$ cat src/rtl/pcs_pkg.sv
package pcs_pkg;

    // Field widths fixed by the register map and the channel payloads
    localparam int SETTING_W  = 13;
    localparam int PITCH_W    = 7;
    localparam int VEL_W      = 7;
    localparam int COUNT_W    = 4;
    localparam int SYNC_W     = 6;
    localparam int STAGE_W    = 3;
    localparam int CFG_REGS   = 8;
    localparam int APB_ADDR_W = 5;
    localparam int APB_DATA_W = 32;

    localparam logic [SETTING_W-1:0] SETTING_RESET = 13'd188;
    localparam logic [VEL_W-1:0]     FULL_VELOCITY = 7'd127;

    // Bit positions inside a stage setting
    localparam int PITCH_LSB = 0;
    localparam int COUNT_LSB = 7;
    localparam int GATE_LSB  = 11;

    typedef enum logic [1:0] {
        GATE_REPEAT = 2'd0,
        GATE_ONCE   = 2'd1,
        GATE_HOLD   = 2'd2,
        GATE_REST   = 2'd3
    } t_gate;

    typedef enum logic [3:0] {
        S_IDLE,
        S_DECIDE,
        S_SYNC,
        S_RST_SCAN,
        S_PLAY,
        S_EMIT_OFF,
        S_EMIT_ON,
        S_ADV,
        S_ADV_SCAN
    } t_state;

    // Controller to datapath
    typedef struct packed {
        logic load;
        logic sync_init;
        logic sync_step;
        logic rst_init;
        logic scan_step;
        logic play_eval;
        logic emit_off;
        logic emit_on;
        logic adv_init;
    } t_cmd;

    // Datapath to controller
    typedef struct packed {
        logic ignore;
        logic do_sync;
        logic do_reset;
        logic sync_done;
        logic scan_done;
        logic emit_off;
        logic emit_on;
        logic out_free;
    } t_status;

endpackage

$ cat src/rtl/pcs_if.sv
interface pcs_in_if;
    logic                          valid;
    logic                          ready;
    logic                          req_type;
    logic [pcs_pkg::VEL_W-1:0]     pulse_velocity;
    logic                          reset_flag;
    logic                          sync_flag;
    logic [pcs_pkg::SYNC_W-1:0]    sync_step;
    logic                          play_enabled;

    modport source (
        output valid, req_type, pulse_velocity, reset_flag, sync_flag, sync_step,
               play_enabled,
        input  ready
    );
    modport sink (
        input  valid, req_type, pulse_velocity, reset_flag, sync_flag, sync_step,
               play_enabled,
        output ready
    );
endinterface

interface pcs_out_if;
    logic                          valid;
    logic                          ready;
    logic [pcs_pkg::PITCH_W-1:0]   note_pitch;
    logic [pcs_pkg::VEL_W-1:0]     note_velocity;
    logic [pcs_pkg::STAGE_W-1:0]   stage_played;
    logic                          last_event;

    modport source (
        output valid, note_pitch, note_velocity, stage_played, last_event,
        input  ready
    );
    modport sink (
        input  valid, note_pitch, note_velocity, stage_played, last_event,
        output ready
    );
endinterface

$ cat src/rtl/pcs_regs.sv
module pcs_regs #(
    parameter int STAGES = 8
) (
    input  logic                              i_clk,
    input  logic                              i_rst_n,
    input  logic                              psel,
    input  logic                              penable,
    input  logic                              pwrite,
    input  logic [pcs_pkg::APB_ADDR_W-1:0]    paddr,
    input  logic [pcs_pkg::APB_DATA_W-1:0]    pwdata,
    output logic [pcs_pkg::APB_DATA_W-1:0]    prdata,
    output logic                              pready,
    output logic [pcs_pkg::SETTING_W-1:0]     o_setting [STAGES]
);

    localparam int IDX_W = pcs_pkg::APB_ADDR_W - 2;

    logic [pcs_pkg::SETTING_W-1:0] r_setting [STAGES];
    logic [pcs_pkg::SETTING_W-1:0] n_setting [STAGES];
    logic [IDX_W-1:0]              idx;
    logic                          wr;
    logic [pcs_pkg::SETTING_W-1:0] rd;

    assign idx    = paddr[pcs_pkg::APB_ADDR_W-1:2];
    assign wr     = psel & penable & pwrite;
    assign pready = 1'b1;

    // stages beyond the register map keep their reset value
    always_comb begin
        for (int i = 0; i < STAGES; i++) begin
            n_setting[i] = r_setting[i];
            if (wr && i < pcs_pkg::CFG_REGS && idx == IDX_W'(i)) begin
                n_setting[i] = pwdata[pcs_pkg::SETTING_W-1:0];
            end
        end
    end

    always_comb begin
        rd = '0;
        for (int i = 0; i < STAGES; i++) begin
            if (i < pcs_pkg::CFG_REGS && idx == IDX_W'(i)) begin
                rd = r_setting[i];
            end
        end
    end

    assign prdata = pcs_pkg::APB_DATA_W'(rd);

    always_ff @(posedge i_clk) begin
        if (!i_rst_n) begin
            for (int i = 0; i < STAGES; i++) begin
                r_setting[i] <= pcs_pkg::SETTING_RESET;
            end
        end else begin
            r_setting <= n_setting;
        end
    end

    assign o_setting = r_setting;

endmodule

$ cat src/rtl/pcs_ctrl.sv
module pcs_ctrl (
    input  logic             i_clk,
    input  logic             i_rst_n,
    input  logic             i_in_valid,
    output logic             o_in_ready,
    input  pcs_pkg::t_status i_status,
    output pcs_pkg::t_cmd    o_cmd
);

    pcs_pkg::t_state r_state;
    pcs_pkg::t_state n_state;

    always_comb begin
        n_state = r_state;
        unique case (r_state)
            pcs_pkg::S_IDLE: begin
                if (i_in_valid) n_state = pcs_pkg::S_DECIDE;
            end
            pcs_pkg::S_DECIDE: begin
                if (i_status.ignore)        n_state = pcs_pkg::S_IDLE;
                else if (i_status.do_sync)  n_state = pcs_pkg::S_SYNC;
                else if (i_status.do_reset) n_state = pcs_pkg::S_RST_SCAN;
                else                        n_state = pcs_pkg::S_PLAY;
            end
            pcs_pkg::S_SYNC: begin
                if (i_status.sync_done) n_state = pcs_pkg::S_PLAY;
            end
            pcs_pkg::S_RST_SCAN: begin
                if (i_status.scan_done) n_state = pcs_pkg::S_PLAY;
            end
            pcs_pkg::S_PLAY: begin
                n_state = pcs_pkg::S_EMIT_OFF;
            end
            pcs_pkg::S_EMIT_OFF: begin
                if (!i_status.emit_off || i_status.out_free) n_state = pcs_pkg::S_EMIT_ON;
            end
            pcs_pkg::S_EMIT_ON: begin
                if (!i_status.emit_on || i_status.out_free) n_state = pcs_pkg::S_ADV;
            end
            pcs_pkg::S_ADV: begin
                n_state = pcs_pkg::S_ADV_SCAN;
            end
            pcs_pkg::S_ADV_SCAN: begin
                if (i_status.scan_done) n_state = pcs_pkg::S_IDLE;
            end
            default: n_state = pcs_pkg::S_IDLE;
        endcase
    end

    always_comb begin
        o_cmd      = '0;
        o_in_ready = 1'b0;
        unique case (r_state)
            pcs_pkg::S_IDLE: begin
                o_in_ready = 1'b1;
                o_cmd.load = i_in_valid;
            end
            pcs_pkg::S_DECIDE: begin
                o_cmd.sync_init = !i_status.ignore && i_status.do_sync;
                o_cmd.rst_init  = !i_status.ignore && !i_status.do_sync && i_status.do_reset;
            end
            pcs_pkg::S_SYNC:     o_cmd.sync_step = 1'b1;
            pcs_pkg::S_RST_SCAN: o_cmd.scan_step = 1'b1;
            pcs_pkg::S_PLAY:     o_cmd.play_eval = 1'b1;
            pcs_pkg::S_EMIT_OFF: o_cmd.emit_off  = i_status.emit_off && i_status.out_free;
            pcs_pkg::S_EMIT_ON:  o_cmd.emit_on   = i_status.emit_on && i_status.out_free;
            pcs_pkg::S_ADV:      o_cmd.adv_init  = 1'b1;
            pcs_pkg::S_ADV_SCAN: o_cmd.scan_step = 1'b1;
            default: ;
        endcase
    end

    always_ff @(posedge i_clk) begin
        if (!i_rst_n) begin
            r_state <= pcs_pkg::S_IDLE;
        end else begin
            r_state <= n_state;
        end
    end

    // an accepted word always starts the decision step
    a_accept_decide: assert property (@(posedge i_clk) disable iff (!i_rst_n)
        i_in_valid && o_in_ready |=> r_state == pcs_pkg::S_DECIDE)
        else $error("accepted word did not reach decide");

    // no new word is taken while a pulse is still being worked
    a_ready_idle: assert property (@(posedge i_clk) disable iff (!i_rst_n)
        o_in_ready |-> !(o_cmd.emit_off || o_cmd.emit_on || o_cmd.scan_step))
        else $error("ready raised mid-pulse");

endmodule

$ cat src/rtl/pcs_dp.sv
module pcs_dp #(
    parameter int STAGES     = 8,
    parameter int MAX_PULSES = 8
) (
    input  logic                           i_clk,
    input  logic                           i_rst_n,
    input  pcs_pkg::t_cmd                  i_cmd,
    output pcs_pkg::t_status               o_status,
    input  logic [pcs_pkg::SETTING_W-1:0]  i_setting [STAGES],
    input  logic                           i_req_type,
    input  logic [pcs_pkg::VEL_W-1:0]      i_pulse_velocity,
    input  logic                           i_reset_flag,
    input  logic                           i_sync_flag,
    input  logic [pcs_pkg::SYNC_W-1:0]     i_sync_step,
    input  logic                           i_play_enabled,
    output logic                           o_out_valid,
    input  logic                           i_out_ready,
    output logic [pcs_pkg::PITCH_W-1:0]    o_note_pitch,
    output logic [pcs_pkg::VEL_W-1:0]      o_note_velocity,
    output logic [pcs_pkg::STAGE_W-1:0]    o_stage_played,
    output logic                           o_last_event
);

    localparam int SW = (STAGES > 1) ? $clog2(STAGES) : 1;
    localparam int PW = $clog2(MAX_PULSES + 1);
    localparam int IW = $clog2(STAGES + 1);
    localparam int RW = pcs_pkg::SYNC_W;

    function automatic logic [PW-1:0] sat_count(input logic [pcs_pkg::SETTING_W-1:0] s);
        logic [pcs_pkg::COUNT_W-1:0] raw;
        raw = s[pcs_pkg::COUNT_LSB +: pcs_pkg::COUNT_W];
        return (raw > pcs_pkg::COUNT_W'(MAX_PULSES)) ? PW'(MAX_PULSES) : PW'(raw);
    endfunction

    // position and held note
    logic [SW-1:0]               r_stage,      n_stage;
    logic [PW-1:0]               r_pulse,      n_pulse;
    logic [IW-1:0]               r_iter,       n_iter;
    logic [RW-1:0]               r_remain,     n_remain;
    logic [pcs_pkg::PITCH_W-1:0] r_held_pitch, n_held_pitch;
    logic                        r_held_valid, n_held_valid;
    logic                        r_ext_seen,   n_ext_seen;
    // latched word
    logic                        r_ignore,     n_ignore;
    logic                        r_do_reset,   n_do_reset;
    logic                        r_do_sync,    n_do_sync;
    logic                        r_play_en,    n_play_en;
    logic [pcs_pkg::VEL_W-1:0]   r_vel,        n_vel;
    logic                        r_emit_off,   n_emit_off;
    logic                        r_emit_on,    n_emit_on;
    // output stage
    logic                        r_out_valid,  n_out_valid;
    logic [pcs_pkg::PITCH_W-1:0] r_out_pitch,  n_out_pitch;
    logic [pcs_pkg::VEL_W-1:0]   r_out_vel,    n_out_vel;
    logic [pcs_pkg::STAGE_W-1:0] r_out_stage,  n_out_stage;
    logic                        r_out_last,   n_out_last;

    logic [pcs_pkg::SETTING_W-1:0] cur;
    logic [pcs_pkg::PITCH_W-1:0]   cur_pitch;
    pcs_pkg::t_gate                cur_gate;
    logic [PW-1:0]                 cur_cnt;
    logic [PW-1:0]                 cnt0;
    logic [SW-1:0]                 stage_next;
    logic                          stage_last;
    logic [SW+2:0]                 stage_ext;
    logic [pcs_pkg::STAGE_W-1:0]   stage_out;
    logic                          scan_done;
    logic                          sync_hit;
    logic                          out_free;
    logic                          stop;
    logic                          play;

    assign cur        = i_setting[r_stage];
    assign cur_pitch  = cur[pcs_pkg::PITCH_LSB +: pcs_pkg::PITCH_W];
    assign cur_gate   = pcs_pkg::t_gate'(cur[pcs_pkg::GATE_LSB +: 2]);
    assign cur_cnt    = sat_count(cur);
    assign cnt0       = sat_count(i_setting[0]);
    assign stage_last = (r_stage == SW'(STAGES - 1));
    assign stage_next = stage_last ? '0 : r_stage + SW'(1);
    assign stage_ext  = (SW + 3)'(r_stage);
    assign stage_out  = stage_ext[pcs_pkg::STAGE_W-1:0];
    assign scan_done  = !((r_pulse >= cur_cnt) && (r_iter < IW'(STAGES)));
    assign sync_hit   = (r_remain < RW'(cur_cnt));
    assign out_free   = !r_out_valid || i_out_ready;

    always_comb begin
        stop = 1'b0;
        play = 1'b0;
        if (r_play_en) begin
            stop = (r_pulse == '0) || (cur_gate == pcs_pkg::GATE_REPEAT) ||
                   (cur_gate == pcs_pkg::GATE_ONCE);
            play = (((r_pulse == '0) && ((cur_gate == pcs_pkg::GATE_ONCE) ||
                                         (cur_gate == pcs_pkg::GATE_HOLD))) ||
                    (cur_gate == pcs_pkg::GATE_REPEAT)) && (cur_cnt != '0);
        end else begin
            stop = 1'b1;
        end
    end

    always_comb begin
        n_stage      = r_stage;
        n_pulse      = r_pulse;
        n_iter       = r_iter;
        n_remain     = r_remain;
        n_held_pitch = r_held_pitch;
        n_held_valid = r_held_valid;
        n_ext_seen   = r_ext_seen;
        n_ignore     = r_ignore;
        n_do_reset   = r_do_reset;
        n_do_sync    = r_do_sync;
        n_play_en    = r_play_en;
        n_vel        = r_vel;
        n_emit_off   = r_emit_off;
        n_emit_on    = r_emit_on;
        n_out_valid  = r_out_valid && !i_out_ready;
        n_out_pitch  = r_out_pitch;
        n_out_vel    = r_out_vel;
        n_out_stage  = r_out_stage;
        n_out_last   = r_out_last;

        if (i_cmd.load) begin
            // ticks drop their flags and play at full velocity
            n_ignore   = !i_req_type && r_ext_seen;
            n_ext_seen = r_ext_seen | i_req_type;
            n_vel      = i_req_type ? i_pulse_velocity : pcs_pkg::FULL_VELOCITY;
            n_do_reset = i_req_type & i_reset_flag;
            n_do_sync  = i_req_type & i_sync_flag;
            n_remain   = i_sync_step;
            n_play_en  = i_play_enabled;
        end

        if (i_cmd.sync_init) begin
            n_stage = '0;
        end

        // walk stages, taking off each pulse count until the step lands or wraps to 0
        if (i_cmd.sync_step) begin
            if (sync_hit) begin
                n_pulse = PW'(r_remain);
            end else if (stage_last) begin
                n_stage = '0;
                n_pulse = '0;
            end else begin
                n_remain = r_remain - RW'(cur_cnt);
                n_stage  = stage_next;
            end
        end

        // empty first stage counts as a pulse already used
        if (i_cmd.rst_init) begin
            n_stage = '0;
            n_pulse = (cnt0 == '0) ? PW'(1) : '0;
            n_iter  = '0;
        end

        if (i_cmd.adv_init) begin
            n_pulse = r_pulse + PW'(1);
            n_iter  = '0;
        end

        if (i_cmd.scan_step && !scan_done) begin
            n_pulse = '0;
            n_stage = stage_next;
            n_iter  = r_iter + IW'(1);
        end

        if (i_cmd.play_eval) begin
            n_emit_off = stop && r_held_valid;
            n_emit_on  = play;
        end

        if (i_cmd.emit_off) begin
            n_out_valid  = 1'b1;
            n_out_pitch  = r_held_pitch;
            n_out_vel    = '0;
            n_out_stage  = stage_out;
            n_out_last   = !r_emit_on;
            n_held_valid = 1'b0;
        end

        if (i_cmd.emit_on) begin
            n_out_valid  = 1'b1;
            n_out_pitch  = cur_pitch;
            n_out_vel    = r_vel;
            n_out_stage  = stage_out;
            n_out_last   = 1'b1;
            n_held_pitch = cur_pitch;
            n_held_valid = 1'b1;
        end
    end

    always_ff @(posedge i_clk) begin
        if (!i_rst_n) begin
            r_stage      <= '0;
            r_pulse      <= '0;
            r_iter       <= '0;
            r_held_pitch <= '0;
            r_held_valid <= 1'b0;
            r_ext_seen   <= 1'b0;
            r_out_valid  <= 1'b0;
        end else begin
            r_stage      <= n_stage;
            r_pulse      <= n_pulse;
            r_iter       <= n_iter;
            r_held_pitch <= n_held_pitch;
            r_held_valid <= n_held_valid;
            r_ext_seen   <= n_ext_seen;
            r_out_valid  <= n_out_valid;
        end
    end

    always_ff @(posedge i_clk) begin
        r_remain    <= n_remain;
        r_ignore    <= n_ignore;
        r_do_reset  <= n_do_reset;
        r_do_sync   <= n_do_sync;
        r_play_en   <= n_play_en;
        r_vel       <= n_vel;
        r_emit_off  <= n_emit_off;
        r_emit_on   <= n_emit_on;
        r_out_pitch <= n_out_pitch;
        r_out_vel   <= n_out_vel;
        r_out_stage <= n_out_stage;
        r_out_last  <= n_out_last;
    end

    assign o_status.ignore    = r_ignore;
    assign o_status.do_sync   = r_do_sync;
    assign o_status.do_reset  = r_do_reset;
    assign o_status.sync_done = sync_hit || stage_last;
    assign o_status.scan_done = scan_done;
    assign o_status.emit_off  = r_emit_off;
    assign o_status.emit_on   = r_emit_on;
    assign o_status.out_free  = out_free;

    assign o_out_valid     = r_out_valid;
    assign o_note_pitch    = r_out_pitch;
    assign o_note_velocity = r_out_vel;
    assign o_stage_played  = r_out_stage;
    assign o_last_event    = r_out_last;

    // a word is never loaded over one still waiting
    a_no_overwrite: assert property (@(posedge i_clk) disable iff (!i_rst_n)
        (i_cmd.emit_off || i_cmd.emit_on) |-> out_free)
        else $error("output word overwritten");

    // the lap search is bounded to one full lap
    a_lap_bound: assert property (@(posedge i_clk) disable iff (!i_rst_n)
        r_iter <= IW'(STAGES))
        else $error("stage search ran past one lap");

    // a started note is held afterwards
    a_on_holds: assert property (@(posedge i_clk) disable iff (!i_rst_n)
        i_cmd.emit_on |=> r_held_valid && r_out_valid && r_out_last)
        else $error("note-on not recorded as held");

endmodule

$ cat src/rtl/pulse_count_stage_sequencer_core.sv
// Channel   Dir   Handshake        Word
// i_in      in    valid / ready    req_type, pulse_velocity, reset_flag, sync_flag,
//                                  sync_step, play_enabled
// o_out     out   valid / ready    note_pitch, note_velocity, stage_played, last_event
// APB       in    psel / penable   stage settings 0..7 at paddr 4*i, pready tied high
//
// One pulse at a time: accept, decide, optional sync walk or reset search, evaluate,
// two emit slots, advance and lap search. An ignored tick goes from decide straight
// back to idle. The stage search loops set the worst case; output stalls add to it.
// Reset is synchronous, active low; settings return to pitch 60, one pulse, repeat.
// A stalled o_out holds the controller in its emit slot; i_in stays low-ready meanwhile.
module pulse_count_stage_sequencer_core #(
    parameter int STAGES     = 8,
    parameter int MAX_PULSES = 8
) (
    input  logic                              i_clk,
    input  logic                              i_rst_n,
    pcs_in_if.sink                            i_in,
    pcs_out_if.source                         o_out,
    input  logic                              psel,
    input  logic                              penable,
    input  logic                              pwrite,
    input  logic [pcs_pkg::APB_ADDR_W-1:0]    paddr,
    input  logic [pcs_pkg::APB_DATA_W-1:0]    pwdata,
    output logic [pcs_pkg::APB_DATA_W-1:0]    prdata,
    output logic                              pready
);

    logic [pcs_pkg::SETTING_W-1:0] setting [STAGES];
    pcs_pkg::t_cmd                 cmd;
    pcs_pkg::t_status              status;
    logic                          in_ready;

    // stage settings register file
    pcs_regs #(
        .STAGES (STAGES)
    ) u_regs (
        .i_clk     (i_clk),
        .i_rst_n   (i_rst_n),
        .psel      (psel),
        .penable   (penable),
        .pwrite    (pwrite),
        .paddr     (paddr),
        .pwdata    (pwdata),
        .prdata    (prdata),
        .pready    (pready),
        .o_setting (setting)
    );

    // sequencing of one pulse
    pcs_ctrl u_ctrl (
        .i_clk      (i_clk),
        .i_rst_n    (i_rst_n),
        .i_in_valid (i_in.valid),
        .o_in_ready (in_ready),
        .i_status   (status),
        .o_cmd      (cmd)
    );

    assign i_in.ready = in_ready;

    // position, held note and the output register
    pcs_dp #(
        .STAGES     (STAGES),
        .MAX_PULSES (MAX_PULSES)
    ) u_dp (
        .i_clk            (i_clk),
        .i_rst_n          (i_rst_n),
        .i_cmd            (cmd),
        .o_status         (status),
        .i_setting        (setting),
        .i_req_type       (i_in.req_type),
        .i_pulse_velocity (i_in.pulse_velocity),
        .i_reset_flag     (i_in.reset_flag),
        .i_sync_flag      (i_in.sync_flag),
        .i_sync_step      (i_in.sync_step),
        .i_play_enabled   (i_in.play_enabled),
        .o_out_valid      (o_out.valid),
        .i_out_ready      (o_out.ready),
        .o_note_pitch     (o_out.note_pitch),
        .o_note_velocity  (o_out.note_velocity),
        .o_stage_played   (o_out.stage_played),
        .o_last_event     (o_out.last_event)
    );

endmodule
$ cat src/flat_wrapper.sv
// flat-port wrapper written by rule: the top's interface ports become plain ports
module pulse_count_stage_sequencer_core_flat 
#(
    parameter int STAGES     = 8,
    parameter int MAX_PULSES = 8
)
  (i_clk, i_rst_n, psel, penable, pwrite, paddr, pwdata, prdata, pready, i_in_valid, i_in_req_type, i_in_pulse_velocity, i_in_reset_flag, i_in_sync_flag, i_in_sync_step, i_in_play_enabled, i_in_ready, o_out_valid, o_out_note_pitch, o_out_note_velocity, o_out_stage_played, o_out_last_event, o_out_ready);
  pcs_in_if i_in_i ();
  pcs_out_if o_out_i ();
  input  logic i_clk;
  input  logic i_rst_n;
  input  logic psel;
  input  logic penable;
  input  logic pwrite;
  input  logic [pcs_pkg::APB_ADDR_W-1:0] paddr;
  input  logic [pcs_pkg::APB_DATA_W-1:0] pwdata;
  output logic [pcs_pkg::APB_DATA_W-1:0] prdata;
  output logic pready;
  input wire logic [$bits(i_in_i.valid)-1:0] i_in_valid;
  input wire logic [$bits(i_in_i.req_type)-1:0] i_in_req_type;
  input wire logic [$bits(i_in_i.pulse_velocity)-1:0] i_in_pulse_velocity;
  input wire logic [$bits(i_in_i.reset_flag)-1:0] i_in_reset_flag;
  input wire logic [$bits(i_in_i.sync_flag)-1:0] i_in_sync_flag;
  input wire logic [$bits(i_in_i.sync_step)-1:0] i_in_sync_step;
  input wire logic [$bits(i_in_i.play_enabled)-1:0] i_in_play_enabled;
  output wire logic [$bits(i_in_i.ready)-1:0] i_in_ready;
  output wire logic [$bits(o_out_i.valid)-1:0] o_out_valid;
  output wire logic [$bits(o_out_i.note_pitch)-1:0] o_out_note_pitch;
  output wire logic [$bits(o_out_i.note_velocity)-1:0] o_out_note_velocity;
  output wire logic [$bits(o_out_i.stage_played)-1:0] o_out_stage_played;
  output wire logic [$bits(o_out_i.last_event)-1:0] o_out_last_event;
  input wire logic [$bits(o_out_i.ready)-1:0] o_out_ready;
  assign i_in_i.valid = i_in_valid;
  assign i_in_i.req_type = i_in_req_type;
  assign i_in_i.pulse_velocity = i_in_pulse_velocity;
  assign i_in_i.reset_flag = i_in_reset_flag;
  assign i_in_i.sync_flag = i_in_sync_flag;
  assign i_in_i.sync_step = i_in_sync_step;
  assign i_in_i.play_enabled = i_in_play_enabled;
  assign i_in_ready = i_in_i.ready;
  assign o_out_valid = o_out_i.valid;
  assign o_out_note_pitch = o_out_i.note_pitch;
  assign o_out_note_velocity = o_out_i.note_velocity;
  assign o_out_stage_played = o_out_i.stage_played;
  assign o_out_last_event = o_out_i.last_event;
  assign o_out_i.ready = o_out_ready;
  pulse_count_stage_sequencer_core #(.STAGES(STAGES), .MAX_PULSES(MAX_PULSES)) u_core (.i_clk(i_clk), .i_rst_n(i_rst_n), .i_in(i_in_i), .o_out(o_out_i), .psel(psel), .penable(penable), .pwrite(pwrite), .paddr(paddr), .pwdata(pwdata), .prdata(prdata), .pready(pready));
endmodule
$ cat config.mk
export PLATFORM = sky130hd
export DESIGN_NAME = pulse_count_stage_sequencer_core_flat
export DESIGN_NICKNAME = d
export VERILOG_FILES = /design/src/rtl/pcs_pkg.sv /design/src/rtl/pcs_if.sv /design/src/rtl/pcs_regs.sv /design/src/rtl/pcs_ctrl.sv /design/src/rtl/pcs_dp.sv /design/src/rtl/pulse_count_stage_sequencer_core.sv /design/src/flat_wrapper.sv
export SDC_FILE = /design/constraint.sdc
export NUM_CORES = 1
export LEC_CHECK = 0
export ABC_CLOCK_PERIOD_IN_PS = 10800
export BUFFER_PORTS_ARGS = -buffer_cell sky130_fd_sc_hd__buf_2
export CAP_MARGIN = 20
export CORE_MARGIN = 2
export CORE_UTILIZATION = 65
export CTS_BUF_LIST = sky130_fd_sc_hd__clkbuf_8
export DETAILED_ROUTE_END_ITERATION = 10
export GPL_TIMING_DRIVEN = 0
export PLACE_DENSITY = 0.88
export SKIP_CTS_REPAIR_TIMING = 1
export SYNTH_ARGS = -nofsm -noshare
export SYNTH_HDL_FRONTEND = slang
export SYNTH_SLANG_ARGS = --single-unit
$ cat constraint.sdc
create_clock -name i_clk -period 10.8 [get_ports i_clk]
set_input_delay 2.16 -clock i_clk [delete_from_list [all_inputs] [get_ports i_clk]]
set_output_delay 2.16 -clock i_clk [all_outputs]
set_load 0.05 [all_outputs]
# [Word level (Yosys, flattened, before mapping)]
# Cells that the tools add are included.
[word_totals] regBits=166 in_bits=61
[classes] add_sub_neg=4 order_cmp=6 n_eq_ne=24 mux=64 bitwise=7 n_reduce_logical=49
[op_table] op="$mux 13" n=10
[op_table] op="$mux 4" n=16
[op_table] op="$bmux 13 s3" n=1
[op_table] op="$mux 3" n=12
[op_table] op="$pmux 4 s9" n=1
[op_table] op="$mux 7" n=4
[op_table] op="$mux 6" n=4
[op_table] op="$logic_and 1x1->1" n=20
[op_table] op="$eq 4x3->1 const B" n=4
[op_table] op="$mux 1" n=16
[op_table] op="$eq 3x3->1 const B" n=5
[op_table] op="$logic_not 4->1" n=3
[op_table] op="$ne 2x2->1 const B" n=5
[op_table] op="$add 4x1->4 const B" n=2
[op_table] op="$eq 4x2->1 const B" n=2
[op_table] op="$gt 4x4->1 const B" n=2
[op_table] op="$logic_or 1x1->1" n=8
[op_table] op="$reduce_bool 4->1" n=2
[op_table] op="$logic_not 1->1" n=7
[op_table] op="$eq 3x2->1 const B" n=2
[op_table] op="$lt 6x4->1" n=1
[op_table] op="$reduce_and 6->1" n=1
[op_table] op="$reduce_bool 3->1" n=2
[op_table] op="$sub 6x4->6" n=1
[op_table] op="other kinds (19)" n=23

# [Longest topological paths before layout]
[logic_depth] ltp_word=11 ltp_mapped=13 ltp_nobuf=10

# [Cells and area by module]
# A second synthesis with hierarchy kept.
[hier_totals] cells_unflattened=885 hier_area_um2=8977.4
[modules_own_cells] module="pcs_regs" n_inst=1 cells_per_inst=516 area_each_um2=4982.3 seq_area_each_um2=2082.0
[modules_own_cells] module="pcs_dp" n_inst=1 cells_per_inst=311 area_each_um2=3538.4 seq_area_each_um2=1461.4
[modules_own_cells] module="pcs_ctrl" n_inst=1 cells_per_inst=58 area_each_um2=456.7 seq_area_each_um2=80.1

# [Worst setup path before layout]
# OpenSTA, ideal clock, no wires.
[synth_timing] path_kind="input-to-output" start="input port paddr[2] (netlist name)" end="output port prdata[1] (netlist name)" t_arrival_ps=3946 required_time_ps=8640 slack_ps=4694 path_stages=5 path_buffers=3 cell_sequence="clkbuf_1 > buf_2 > buf_2 > mux2i_1 > o221ai_1"
[synth_via] elab_chain_len=9 word_cells_on_any_way=16
[synth_rtl] item="start: declaration" line="flat_wrapper.sv:15" text="input logic [pcs_pkg::APB_ADDR_W-1:0] paddr;"
[synth_rtl] item="$logic_not 3->1" line="pcs_regs.sv:41" text="if (i < pcs_pkg::CFG_REGS && idx == IDX_W'(i)) begin"
[synth_rtl] item="$mux 13 (7 in a row)" line="pcs_regs.sv:41"
[synth_rtl] item="$mux 13 (*)" line="pcs_regs.sv:41"
[synth_rtl] item="end: declaration" line="flat_wrapper.sv:17" text="output logic [pcs_pkg::APB_DATA_W-1:0] prdata;"
# Every way passes the cells marked *; elsewhere a longest branch is shown, timed or not.

# [Final worst setup path]
[layout_timing] start="input port paddr[3] (netlist name)" end="output port prdata[9] (netlist name)"
# The elaborated chain is that of the path after synthesis.

==> flow_metrics.env <==
export IMPL_fillers=968
export IMPL_crit_fanout=10
export IMPL_yosys_mux_area_fraction=0.176
export IMPL_status="finished, final reports clean"
export IMPL_clock_power_share=0.280
export IMPL_finish_utilization=0.730
export IMPL_synth_top_family_by_area="simple AND/OR/NAND/NOR gates"
export IMPL_ant_nets=0
export IMPL_drt_iter0_drc=691
export IMPL_ys_types=62
export IMPL_dpl_hpwl_um=16200
export IMPL_endpoint_kind="primary output"
export IMPL_syn_inst=946
export IMPL_grt_pass1_wl_um=34900
export IMPL_whs_path_depth=1
export IMPL_p_int_mw=0.922
export IMPL_r2r_end="u_core.u_dp.r_remain[5]"
export IMPL_vias=7155
export IMPL_port_buffers=57
export IMPL_period_needed_ns=6.68
export IMPL_firstDrtPassIters=5
export IMPL_root_buffer="clkbuf_8"
export IMPL_synth_warnings=0
export IMPL_io_pins=114
export IMPL_clock_skew_ns=0.00993
export IMPL_synth_xor_area_frac=0.00202
export IMPL_min_path_type="reg -> reg"
export IMPL_ir_worst_vdd_mv=0.101
export IMPL_cp_start_kind="input port"
export IMPL_grtUsageTotal=0.311
export IMPL_synthArstFlopShare=0
export IMPL_finalCritPeriodShare=0.618
export IMPL_dieArea_mm2=0.0143
export IMPL_final_cell_mix="nand2_1, dfxtp_1, mux2i_1"
export IMPL_switching_share=0.324
export IMPL_yosys_area_share_adder=0.0239
export IMPL_final_common_cell="nand2_1"
export IMPL_syn_area_per_cell_um2=9.18
export IMPL_numCtsBuffers=17
export IMPL_max_cap_viol_count=0
export IMPL_die_w_um=120
export IMPL_cellPowerDensity_mw_per_mm2=142
export IMPL_crit_type="in -> out"
export IMPL_synth_area_mm2=0.00868
export IMPL_routed_wl_um=21300
export IMPL_grt_overflow_total=0
export IMPL_nNetsFinal=1118
export IMPL_drv_slew=0
export IMPL_drive_gt1_frac=0.147
export IMPL_via_per_inst=5.82
export IMPL_gp_congestion=0.942
export IMPL_hold_viol_final=0
export IMPL_cts_sinks=166
export IMPL_rr_startpoint="u_core.u_dp.r_stage[1]"
export IMPL_initial_core_util=0.661
export IMPL_slew_headroom=0.484
export IMPL_antenna_found_initial=0
export IMPL_ys_ff_latch=166
export IMPL_design_core_area_mm2=0.0131
export IMPL_worstSkewPairLatency_ns=0.47
export IMPL_post_route_drc_count=0
export IMPL_drt_wirelength_per_cell_um=17.3
export IMPL_area_growth_pct=10.5
export IMPL_cts_tree="yes"
export IMPL_ff2ff_setup_slack_ns=6.00
export IMPL_crit_start="paddr[3]"
export IMPL_pwr_share_comb=0.217
export IMPL_p_leak_nw=3.61
export IMPL_rows=42
export IMPL_grt_max_degree=20
export IMPL_p_seq_frac=0.503
export IMPL_synth_ff_type="dfxtp_1"
export IMPL_clkTransAtPathRegs_ns=0.08
export IMPL_synth_compound_area_share=0.118
export IMPL_synth_edff_count=30
export IMPL_fmax_mhz=150
export IMPL_fin_tns_setup_ns=0
export IMPL_grt_pass1_vias=6937
export IMPL_p_switching_mw=0.443
export IMPL_cts_htree_levels=4
export IMPL_yosys_area_share_simple=0.203
export IMPL_worstMarginPinSlew_ns=0.773
export IMPL_r2r_cells=13
export IMPL_required_ns=8.64
export IMPL_die_y_um=120
export IMPL_cp_arrival_ns=4.52
export IMPL_hold_start="u_core.u_dp.o_last_event"
export IMPL_insertedDiodeCount=0
export IMPL_finalSetupViolCount=0
export IMPL_seq_area_frac_synth=0.417
export IMPL_min_to="u_core.u_dp.o_last_event"
export IMPL_clockBufferDepth=2
export IMPL_rsz0062_at_grt="false"
metal layers:
layer  global-route usage  vias to the layer above  routed length, um
li1                     -                     3448                  -
met1                0.391                     3341               8880
met2                0.520                      309              10300
met3               0.0594                       57               1390
met4                0.140                        0                703
met5                    0                        -                  0
cells by family (layout without fill, tap and decap cells):
| logic type | after synthesis | count (layout) |
|---|---|---|
| AND/OR/NAND/NOR | 380 | 380 |
| flip-flops | 166 | 166 |
| AO/OA/AOI/OAI | 151 | 151 |
| multiplexers | 120 | 120 |
| buffers and inverters | 109 | 199 |
| adder cells (fa/ha/maj) | 16 | 16 |
| other | 2 | 20 |
| XOR/XNOR | 2 | 2 |
worst max-delay path: stages:
cell	delay (ns)
buf_2	0.08
clkbuf_1	0.28
clkbuf_1	0.49
clkbuf_1	0.52
clkbuf_1	0.41
nand2_1	0.11
o221ai_1	0.13
buf_2	0.32
metrics by stage:
step	cells	total power, mW	setup WS [ns]	instance area, um^2	hold slack (ns)
after floorplan	964	0.925	4.69	8750	0.431
after global placement	1197	0.985	4.22	9260	0.457
after detailed placement	1198	0.992	4.18	9270	0.462
after CTS	1230	1.36	4.18	9600	0.482
after global routing	1230	1.42	3.98	9600	0.501
final	1230	1.36	4.12	9600	0.482
worst max path at each step:
stage,slack (ns),cells after the start,to
floorplan,4.69,5,prdata[1]
global placement,4.22,8,prdata[10]
detailed placement,4.18,8,prdata[9]
CTS,4.18,8,prdata[9]
global route,3.98,8,prdata[8]
finish,4.12,8,prdata[9]
area by class of cell:
class	instances	area, um^2	area share
Timing Repair Buffer	58	297	0.0309
Clock inverter	15	93.8	0.00978
Inverter	15	56.3	0.00587
Multi-Input combinational cell	689	4620	0.481
Sequential cell	166	3620	0.378
Clock buffer	17	234	0.0244
Tap cell	176	220	0.0229
Buffer	94	455	0.0475
Yosys cell counts (all sizes together) (2+ instances only):
cell	count	area, um^2
a211oi	2	15.0
a21boi	44	330
a21o	5	37.5
a21oi	39	195
a31oi	3	18.8
and2	21	133
and3	3	23.8
buf	33	226
clkbuf	61	229
conb	2	7.51
dfxtp	136	2720
edfxtp	30	901
ha	15	188
inv	14	52.6
mux2i	93	931
mux4	26	586
nand2	192	721
nand2b	18	113
nand3	34	170
nand3b	5	37.5
nand4	6	37.5
nor2	45	169
nor2b	34	213
nor3	6	30.0
nor3b	3	22.5
nor4	2	12.5
nor4b	2	17.5
o211ai	2	15.0
o21a	3	22.5
o21ai	23	115
o221ai	12	105
o32ai	3	26.3
or2	3	18.8
or3	3	18.8
power by group through the flow:
stage / Combinational, mW / Sequential, mW / Clock (mW)
3_3_place_gp: 0.287 / 0.699 / 0
4_1_cts: 0.294 / 0.686 / 0.381
3_5_place_dp: 0.292 / 0.700 / 0
5_1_grt: 0.325 / 0.690 / 0.406
6_report: 0.297 / 0.686 / 0.381
2_1_floorplan: 0.221 / 0.704 / 0
state kept, by name, indices dropped and copies added (netlist names), 6 cells and up:
register	cells
u_core.u_dp.r_remain	6
u_core.u_dp.o_note_pitch	7
u_core.u_regs.o_setting	104
u_core.u_dp.r_vel	7
u_core.u_dp.r_held_pitch	7
u_core.u_dp.o_note_velocity	7
(Power assumes the default switching activity.)
